<file path="src/hdl/wildcard_name_matcher_defines.svh">
// Assertion macros used by the matcher's top-level RTL file.
// WNM_ASSERT checks outside reset only; WNM_ASSERT_RST also checks while reset is held.
`ifndef WILDCARD_NAME_MATCHER_DEFINES_SVH
`define WILDCARD_NAME_MATCHER_DEFINES_SVH

`ifndef NO_ASSERTIONS
`define WNM_ASSERT(label, prop, msg) \
    label: assert property (@(posedge i_clk) disable iff (!i_rst_n) (prop)) else $error(msg);
`define WNM_ASSERT_RST(label, prop, msg) \
    label: assert property (@(posedge i_clk) (prop)) else $error(msg);
`else
`define WNM_ASSERT(label, prop, msg)
`define WNM_ASSERT_RST(label, prop, msg)
`endif

`endif

</file>
<file path="src/hdl/wnm_pkg.sv">
package wnm_pkg;

    localparam int PATTERN_MAX_CHARS = 32;
    localparam int NPOS              = PATTERN_MAX_CHARS + 1;
    localparam int LEN_W             = $clog2(NPOS);
    localparam int CFG_DATA_W        = 64;
    localparam int CHARS_PER_WORD    = CFG_DATA_W / 8;
    localparam int CFG_IDX_W         = 3;
    localparam int LEVELS            = $clog2(NPOS);

    // Register indexes on the configuration port.
    localparam logic [CFG_IDX_W-1:0] REG_CHARS_A = 3'd0;
    localparam logic [CFG_IDX_W-1:0] REG_CHARS_B = 3'd1;
    localparam logic [CFG_IDX_W-1:0] REG_CHARS_C = 3'd2;
    localparam logic [CFG_IDX_W-1:0] REG_CHARS_D = 3'd3;
    localparam logic [CFG_IDX_W-1:0] REG_LENGTH  = 3'd4;

    localparam logic [7:0] CH_ONE = 8'h3F;
    localparam logic [7:0] CH_ANY = 8'h2A;
    localparam logic [7:0] CH_UA  = 8'h41;
    localparam logic [7:0] CH_UZ  = 8'h5A;
    localparam logic [7:0] CH_LA  = 8'h61;

    typedef logic [NPOS-1:0] t_pos_set;

    typedef struct packed {
        logic [PATTERN_MAX_CHARS-1:0][7:0] chars;
        logic [LEN_W-1:0]                  len;
    } t_pat_cfg;

    function automatic logic [7:0] fold_case(input logic [7:0] c);
        logic [7:0] r;
        r = c;
        if (c inside {[CH_UA:CH_UZ]}) begin
            r = c + (CH_LA - CH_UA);
        end
        return r;
    endfunction

endpackage

</file>
<file path="src/hdl/wnm_cfg_regs.sv">
module wnm_cfg_regs (
    input  logic                                   i_clk,
    input  logic                                   i_rst_n,
    input  logic                                   i_cfg_we,
    input  logic [wnm_pkg::CFG_IDX_W-1:0]          i_cfg_index,
    input  logic [wnm_pkg::CFG_DATA_W-1:0]         i_cfg_wdata,
    output wnm_pkg::t_pat_cfg                      o_cfg
);
    import wnm_pkg::*;

    logic [PATTERN_MAX_CHARS-1:0][7:0] r_chars;
    logic [LEN_W-1:0]                  r_len;
    logic [LEN_W-1:0]                  w_len_used;

    always_ff @(posedge i_clk) begin
        if (!i_rst_n) begin
            r_chars <= '0;
            r_len   <= '0;
        end else if (i_cfg_we) begin
            case (i_cfg_index)
                REG_CHARS_A: r_chars[1*CHARS_PER_WORD-1:0*CHARS_PER_WORD] <= i_cfg_wdata;
                REG_CHARS_B: r_chars[2*CHARS_PER_WORD-1:1*CHARS_PER_WORD] <= i_cfg_wdata;
                REG_CHARS_C: r_chars[3*CHARS_PER_WORD-1:2*CHARS_PER_WORD] <= i_cfg_wdata;
                REG_CHARS_D: r_chars[4*CHARS_PER_WORD-1:3*CHARS_PER_WORD] <= i_cfg_wdata;
                REG_LENGTH:  r_len <= i_cfg_wdata[LEN_W-1:0];
                default: begin
                end
            endcase
        end
    end

    // A length above the pattern capacity saturates.
    assign w_len_used = (r_len > LEN_W'(PATTERN_MAX_CHARS)) ? LEN_W'(PATTERN_MAX_CHARS) : r_len;

    assign o_cfg.chars = r_chars;
    assign o_cfg.len   = w_len_used;

endmodule

</file>
<file path="src/hdl/wnm_step.sv">
module wnm_step (
    input  wnm_pkg::t_pat_cfg  i_cfg,
    input  wnm_pkg::t_pos_set  i_active,
    input  logic [7:0]         i_name_char,
    output wnm_pkg::t_pos_set  o_next,
    output logic               o_match
);
    import wnm_pkg::*;

    t_pos_set w_cur;
    logic [7:0] w_fc;

    assign w_fc = fold_case(i_name_char);

    // Star closure as a parallel prefix: generate is a live position, propagate
    // is a '*' just before the position.
    always_comb begin
        t_pos_set g;
        t_pos_set p;
        t_pos_set gn;
        t_pos_set pn;
        for (int j = 0; j < NPOS; j++) begin
            g[j] = i_active[j] && (LEN_W'(j) <= i_cfg.len);
            if (j == 0) begin
                p[j] = 1'b0;
            end else begin
                p[j] = (LEN_W'(j - 1) < i_cfg.len) && (i_cfg.chars[j-1] == CH_ANY);
            end
        end
        for (int k = 0; k < LEVELS; k++) begin
            for (int j = 0; j < NPOS; j++) begin
                if (j >= (1 << k)) begin
                    gn[j] = g[j] | (p[j] & g[j - (1 << k)]);
                    pn[j] = p[j] & p[j - (1 << k)];
                end else begin
                    gn[j] = g[j];
                    pn[j] = 1'b0;
                end
            end
            g = gn;
            p = pn;
        end
        w_cur = g;
    end

    always_comb begin
        o_next = '0;
        for (int i = 0; i < PATTERN_MAX_CHARS; i++) begin
            if (w_cur[i] && (LEN_W'(i) < i_cfg.len)) begin
                if (i_cfg.chars[i] == CH_ANY) begin
                    o_next[i] = 1'b1;
                end else if ((i_cfg.chars[i] == CH_ONE) ||
                             (fold_case(i_cfg.chars[i]) == w_fc)) begin
                    o_next[i+1] = 1'b1;
                end
            end
        end
    end

    assign o_match = w_cur[i_cfg.len];

endmodule

</file>
<file path="src/hdl/wildcard_name_matcher.sv">
// Wildcard name matcher.
// The name arrives on the input channel one character per request; a request
// with i_end_of_name high closes the name and carries no character. The
// pattern ('?' one character, '*' any run) must be loaded through the write
// port while idle; the block does not enforce it. Letters compare caselessly.
// Only a terminator request produces a result: o_name_matches on the output
// channel; the terminator is first loaded into the input register, and the
// result is registered in the result register when the terminator leaves it.
// Character requests produce nothing.
// Throughput is one request per cycle unless a terminator is held by a stall;
// each character updates all 33 pattern positions in a single logic stage.
// When the receiver stalls, a finished result waits in the result register
// while character requests keep flowing; a following terminator holds in the
// input register until the result is taken, and input ready drops then.
// Reset clears the pattern, sets the length to zero, empties both registers
// and leaves only pattern position zero live.
`include "wildcard_name_matcher_defines.svh"

module wildcard_name_matcher (
    input  logic                                i_clk,
    input  logic                                i_rst_n,
    input  logic                                i_in_valid,
    output logic                                o_in_ready,
    input  logic [7:0]                          i_name_char,
    input  logic                                i_end_of_name,
    output logic                                o_out_valid,
    input  logic                                i_out_ready,
    output logic                                o_name_matches,
    input  logic                                i_cfg_we,
    input  logic [wnm_pkg::CFG_IDX_W-1:0]       i_cfg_index,
    input  logic [wnm_pkg::CFG_DATA_W-1:0]      i_cfg_wdata
);
    import wnm_pkg::*;

    t_pat_cfg   w_cfg;
    t_pos_set   w_next;
    logic       w_match;
    logic       w_adv;

    logic       r_in_valid;
    logic [7:0] r_in_char;
    logic       r_in_eon;
    t_pos_set   r_active;
    t_pos_set   n_active;
    logic       r_out_valid;
    logic       r_out_match;

    wnm_cfg_regs u_cfg (
        .i_clk       (i_clk),
        .i_rst_n     (i_rst_n),
        .i_cfg_we    (i_cfg_we),
        .i_cfg_index (i_cfg_index),
        .i_cfg_wdata (i_cfg_wdata),
        .o_cfg       (w_cfg)
    );

    wnm_step u_step (
        .i_cfg       (w_cfg),
        .i_active    (r_active),
        .i_name_char (r_in_char),
        .o_next      (w_next),
        .o_match     (w_match)
    );

    // A character always retires; a terminator needs room in the result register.
    assign w_adv      = r_in_valid && (!r_in_eon || !r_out_valid || i_out_ready);
    assign o_in_ready = !r_in_valid || w_adv;

    always_comb begin
        n_active = r_active;
        if (w_adv) begin
            n_active = r_in_eon ? NPOS'(1) : w_next;
        end
    end

    always_ff @(posedge i_clk) begin
        if (!i_rst_n) begin
            r_in_valid  <= 1'b0;
            r_active    <= NPOS'(1);
            r_out_valid <= 1'b0;
        end else begin
            if (o_in_ready) begin
                r_in_valid <= i_in_valid;
            end
            r_active <= n_active;
            if (w_adv && r_in_eon) begin
                r_out_valid <= 1'b1;
            end else if (i_out_ready) begin
                r_out_valid <= 1'b0;
            end
        end
    end

    always_ff @(posedge i_clk) begin
        if (o_in_ready && i_in_valid) begin
            r_in_char <= i_name_char;
            r_in_eon  <= i_end_of_name;
        end
        if (w_adv && r_in_eon) begin
            r_out_match <= w_match;
        end
    end

    assign o_out_valid    = r_out_valid;
    assign o_name_matches = r_out_match;

    `WNM_ASSERT(a_out_from_term, $rose(r_out_valid) |-> $past(w_adv && r_in_eon), "result without a terminator")
    `WNM_ASSERT(a_term_restarts, (w_adv && r_in_eon) |=> (r_active == NPOS'(1)), "active set not restarted")
    `WNM_ASSERT(a_term_waits, (r_in_valid && r_in_eon && r_out_valid && !i_out_ready) |-> !o_in_ready, "terminator overran a held result")
    `WNM_ASSERT_RST(a_reset_state, !i_rst_n |=> (!r_in_valid && !r_out_valid && (r_active == NPOS'(1))), "bad state after reset")

endmodule
</file>
<file path="config.mk">
export PLATFORM = sky130hd
export DESIGN_NAME = wildcard_name_matcher
export DESIGN_NICKNAME = d
export VERILOG_FILES = /design/src/hdl/wnm_pkg.sv /design/src/hdl/wnm_cfg_regs.sv /design/src/hdl/wnm_step.sv /design/src/hdl/wildcard_name_matcher.sv
export VERILOG_INCLUDE_DIRS = /design/src /design/src/hdl
export SDC_FILE = /design/constraint.sdc
export NUM_CORES = 1
export LEC_CHECK = 0
export BUFFER_PORTS_ARGS = -buffer_cell sky130_fd_sc_hd__buf_2
export CORE_UTILIZATION = 56
export CTS_CLUSTER_SIZE = 8
export DETAILED_ROUTE_END_ITERATION = 8
export PLACE_DENSITY = 0.73
export SLEW_MARGIN = 0
export SYNTH_ARGS = -nofsm -noshare
export SYNTH_HDL_FRONTEND = slang
export SYNTH_SLANG_ARGS = --single-unit
</file>
<file path="constraint.sdc">
create_clock -name i_clk -period 5 [get_ports i_clk]
set_input_delay 0.25 -clock i_clk [delete_from_list [all_inputs] [get_ports i_clk]]
set_output_delay 0.25 -clock i_clk [all_outputs]
set_load 0.05 [all_outputs]
</file>
### After elaboration in Yosys (flattened, before gate mapping)

Cells that the tools add are included.

| word-level totals | value |
|---|---|
| output and inout bits | 3 |
| register bits | 307 |
| word-level logic and storage cells | 1087 |

| operators by class | value |
|---|---|
| mux-type cells | 231 |
| bitwise gates (word level) | 373 |
| $lt $le $gt $ge | 133 |
| $add $sub $neg | 33 |
| reductions and logical operators | 178 |
| equal/unequal tests | 100 |

Operators by type and width:

| cell | count |
|---|---|
| $mux W8 | 97 |
| $eq A8 B6 Y1 const B | 64 |
| $add A8 B6 Y8 const B | 33 |
| $ge A8 B7 Y1 const B | 33 |
| $le A8 B7 Y1 const B | 33 |
| $eq A8 B8 Y1 | 32 |
| $and A1 B1 Y1 | 238 |
| $or A1 B1 Y1 | 135 |
| $logic_and A1 B1 Y1 | 133 |
| $mux W1 | 99 |
| $le A5 B6 Y1 const A | 16 |
| $lt A5 B6 Y1 const A | 16 |
| $mux W2 | 32 |
| $le A4 B6 Y1 const A | 8 |
| $lt A4 B6 Y1 const A | 8 |
| $logic_or A1 B1 Y1 | 35 |
| $mux W33 | 1 |
| $le A3 B6 Y1 const A | 4 |
| $lt A3 B6 Y1 const A | 4 |
| $le A1 B6 Y1 const A | 2 |
| $le A2 B6 Y1 const A | 2 |
| $lt A1 B6 Y1 const A | 2 |
| $lt A2 B6 Y1 const A | 2 |
| $reduce_and A2 Y1 | 5 |
| 11 further kinds | 14 |

### Longest topological paths before layout

| depth | value |
|---|---|
| depth after elaboration | 74 |
| gate-level depth with buffers | 14 |

### By module

A second synthesis with hierarchy kept.

| second synthesis, totals | value |
|---|---|
| cells, all modules | 2451 |
| area, all modules | 20185.6 µm² |

By module, submodules not included:

| module | instances | cells an instance | sequential area each (µm²) | area each (µm²) |
|---|---|---|---|---|
| wnm_cfg_regs | 1 | 926 | 5245.0 | 9600.5 |
| wnm_step | 1 | 1425 | 0.0 | 9141.3 |
| wildcard_name_matcher | 1 | 100 | 1001.0 | 1443.9 |

### Worst setup path after synthesis

Ideal clock, no wire load.

| path | value |
|---|---|
| path kind | reg-to-reg |
| start point | register u_cfg.r_len[3] |
| end point | register r_out_match (netlist: o_name_matches), data pin |
| data arrival time | 2.743 ns |
| path slack | 1.980 ns |
| data required time | 4.723 ns |
| cell stages (with the launch flop) | 13 |
| path buffers | 1 |
| path through | dfxtp_1 -> or3_1 -> buf_4 -> or2_1 -> a31o_1 -> o2111ai_2 -> a21oi_1 -> o211ai_1 -> o2111ai_1 -> a2111oi_2 -> o2111ai_1 -> o311ai_1 -> o2111ai_1 |

| on the way | value |
|---|---|
| longest elaborated chain between the ends | 17 |

Ends and longest elaborated chain:

| element | line | text |
|---|---|---|
| start, declared | wnm_cfg_regs.sv:12 | `logic [LEN_W-1:0] r_len;` |
| start signal, assigned | wnm_cfg_regs.sv:25 | `REG_LENGTH: r_len <= i_cfg_wdata[LEN_W-1:0];` |
| $gt A6 B6 Y1 | wnm_cfg_regs.sv:33 | `assign w_len_used = (r_len > LEN_W'(PATTERN_MAX_CHARS)) ? LEN_W'(PATTERN_MAX_CHARS) : r_len;` |
| $mux W6 (*) | wnm_cfg_regs.sv:33 |  |
| $lt A1 B6 Y1 or $le A1 B6 Y1 (tied branches) | wnm_step.sv:27, wnm_step.sv:23 |  |
| $logic_and A1 B1 Y1 (on tied branches) | wnm_step.sv:27, wnm_step.sv:23 |  |
| $and A1 B1 Y1 | wnm_step.sv:33 | `gn[j] = g[j] \| (p[j] & g[j - (1 << k)]);` |
| $or A1 B1 Y1 | wnm_step.sv:33 |  |
| $and A1 B1 Y1 | wnm_step.sv:33 |  |
| $or A1 B1 Y1 | wnm_step.sv:33 |  |
| $and A1 B1 Y1 | wnm_step.sv:33 |  |
| $or A1 B1 Y1 | wnm_step.sv:33 |  |
| $and A1 B1 Y1 | wnm_step.sv:33 |  |
| $or A1 B1 Y1 | wnm_step.sv:33 |  |
| $and A1 B1 Y1 | wnm_step.sv:33 |  |
| $or A1 B1 Y1 (2 in series) | wnm_step.sv:33 |  |
| $bmux W1 S6 (*) | wnm_step.sv:60 | `assign o_match = w_cur[i_cfg.len];` |
| $mux W1 (implied by the code) (*) | wnm_step.sv:60 |  |
| net u_step.o_match | wnm_step.sv:6 | `output logic o_match` |
| end signal, assigned | wildcard_name_matcher.sv:100 | `r_out_match <= w_match;` |
| end, declared | wildcard_name_matcher.sv:46 | `logic r_out_match;` |

Mark *: on every way through the listed nets, which the timed path passes. The rest lies on a longest branch. The select of a mux whose other input is x is not followed.
A chain may end at the register's enable or synchronous reset.

### Worst setup path in the final report

| path | value |
|---|---|
| start point | register u_cfg.r_len[1] |
| end point | register r_out_match (netlist: o_name_matches), data pin |

The elaborated chain is that of the path after synthesis.

==> metrics.cfg <==
[run_status]
outcome=complete, but fails checks
violations=DRC

[worst_setup_path]
reg2reg_to=o_name_matches
reg2reg_depth=11
crit_fanout=27
crit_path_start_kind=register
endpoint_kind=register
critPathKind=register to register
worstPathArrival_ns=4.47
reg2reg_from=u_cfg.r_len[1]
required_ns=5.40
r2r_slack_ns=0.94

[pwr]
pwr_density_cell_nw_per_um2=267
switching_share_pct=26.7
power.share.sequential_pct=43.6
p_leak_nw=7.52
ir_worst_vdd_v=0.000273
clkPwrFrac_pct=45.2
power_switching_mw=1.59
pwr-share-comb_pct=11.2
p_int_mw=4.36

[global_routing]
grt_pass1_wl_um=111000
grt_overflow=0
grt.total_usage_pct=39.9
grt_pass1_vias=19492
grt_start_max_net_pins=151
antenna_found_initial=0

[floorplan]
die_y_um=189
io_pins=84
dieArea_um2=35700
fp.dieW_um=189
coreArea_um2=34500
rows=68
start_util_pct=56.8

[sta]
finalCritPeriodShare_pct=81.2
fin_skew_ns=0.0172
fin_tns_setup_ns=0
rsz0062_at_grt=no
finalSetupViolCount=0
finalHoldViolCount=0
report.final.slew_viol_count=0
slew_headroom_pct=10.5
period_needed_ns=4.06
fmax_mhz=246
tightest_slew_ns=1.34

[place]
place_inst=3132
dp_hpwl_um=50000
io_buffers=83
gp_congestion=1.01

[synthesis]
synth_area_um2=19600
yosysWarnings=0
synth_ff_type=dfxtp_1
yosysTopAreaCell=dfxtp_1
ys_ff_latch=307
synth.distinct_cells=91
synth_cells=2700
async_flop_share_pct=0
synthTopCellsByCount=624 x nand2_1, 368 x a21oi_1, 297 x dfxtp_1, 186 x nor2_1, 132 x xor2_1
yosysMostFrequentCell=nand2_1
yosysSeqAreaShare_pct=31.9
syn_avg_cell_area_um2=7.25
synth_nets=2814
synth_top_area_share_pct=30.4
synthTopCellsByArea=dfxtp_1 30%, nand2_1 12%, a21oi_1 9.4%, xor2_1 5.9%, xnor2_1 5.5%
synth_edf_count=10

[final_layout]
post_layout_nonfiller_instances=3260
nNetsFinal=2910
area.growth.synth_to_final_pct=13.7
final_layout_size_suffix_gt1_share_pct=8.13

[min_path]
hold_path.class=input port to register
whs_path_depth=3
min_to=u_cfg.o_cfg[11]
worstHoldStart=i_cfg_wdata[5]

[clock_tree]
htree_levels=2
cts_tree=yes
clkLatencyLatePin_ns=0.58
cts_sinks=307
cts_root_buf=clkbuf_16
path_clk_slew_ns=0.06
postCtsSetupBuffers=0
cts_buffers=44
clk_path_buf_depth=3

[drt]
num_vias=20950
detail_route.vias_per_cell=6.43
ant_nets=0
drtPass1Iterations=7
wl_per_cell_um=22.2
routed_wl_um=72500
drcViolationCount=2
drtIter0Drc=2226

[job]
max_cap_violations=0

## metrics by stage
step | setup slack [ns] | total power [mW] | hold slack [ns] | cell area [um^2] | utilization, %
after floorplan | 1.98 | 3.01 | 0.349 | 19600 | -
after global placement | 1.12 | 3.22 | 0.428 | 20300 | 59.1
after detailed placement | 1.09 | 3.24 | 0.428 | 20300 | 59.1
after CTS | 1.05 | 5.94 | 0.0170 | 22300 | 64.6
after global routing | 0.679 | 6.10 | 0.0319 | 22300 | 64.6
final | 0.938 | 5.95 | 0.0348 | 22300 | 64.6
## cell type report
type	count	area, um^2
clock buffer	51	1150
timing repair buffer	201	1510
sequential	307	6250
tap	455	569
fill	2972	12200
antenna	1	2.50
multi-input combinational	2198	12600
inverter	44	173
clock inverter	3	22.5
## cell families after synthesis
kind of cell             synth area share [%]
AO/OA/AOI/OAI                            21.4
XOR/XNOR                                 11.5
adder cells (fa/ha/maj)                  2.11
buffers and inverters                    4.01
flip-flops                               31.9
multiplexers                            0.307
AND/OR/NAND/NOR                          28.9
## power by group through the flow
stage | registers, mW | clock network, mW | logic, mW
floorplan | 2.61 | 0 | 0.400
global placement | 2.63 | 0 | 0.590
detailed placement | 2.64 | 0 | 0.605
CTS | 2.59 | 2.70 | 0.653
global route | 2.60 | 2.79 | 0.714
finish | 2.59 | 2.69 | 0.668
## layer usage
metal | GRT usage (%) | vias up | wire [um]
met2 | 65.1 | 1045 | 33000
met3 | 6.80 | 214 | 6290
met5 | 0 | - | 0
li1 | - | 9702 | -
met4 | 17.1 | 0 | 3220
met1 | 51.9 | 9989 | 30000
## layout by cell type (no fill, tap or decap), types with 29 or more instances in the layout
cell	n
dfxtp_1	297
xor2_1	132
nand2_1	623
nor2_1	185
dlygate4sd3_1	73
nor4_1	32
buf_2	83
nand4_1	29
ha_1	33
nor3_1	91
o21ai_0	78
inv_1	43
buf_4	43
a21oi_1	368
xnor2_1	124
clkbuf_16	45
nand3_1	89
## worst max-delay path, cell delays in order (launching register included)
cell	delay, ns
dfxtp_1	0.91
a311oi_1	0.36
nand4b_1	0.39
nor2_1	0.29
nand2_1	0.11
nor2_1	0.21
a21oi_4	0.12
o41a_1	0.49
o31ai_1	0.49
and4_1	0.26
o2111ai_1	0.11
o2111ai_1	0.14
## worst max path at each step
stage / startpoint / to
final: u_cfg.r_len[1] / o_name_matches
after global routing: u_cfg.r_len[1] / o_name_matches
after CTS: u_cfg.r_len[1] / r_active[27]
after detailed placement: u_cfg.r_len[1] / r_active[27]
after global placement: u_cfg.r_len[1] / r_active[27]
after floorplan: u_cfg.r_len[3] / o_name_matches
## what timing repair did
action                                 4_1_cts  5_1_grt
endpoints found under the hold margin      253        0
hold buffers                                73        0
gates resized for setup                      0        0
setup endpoints to repair                    0        0
## registers in the layout, summed over array words and instances, names as in the netlist
signal	flops
o_name_matches	1
o_out_valid	1
r_active	33
r_in_char	8
r_in_eon	1
r_in_valid	1
u_cfg.o_cfg	256
u_cfg.r_len	6
Power figures use the tool's default switching activity.
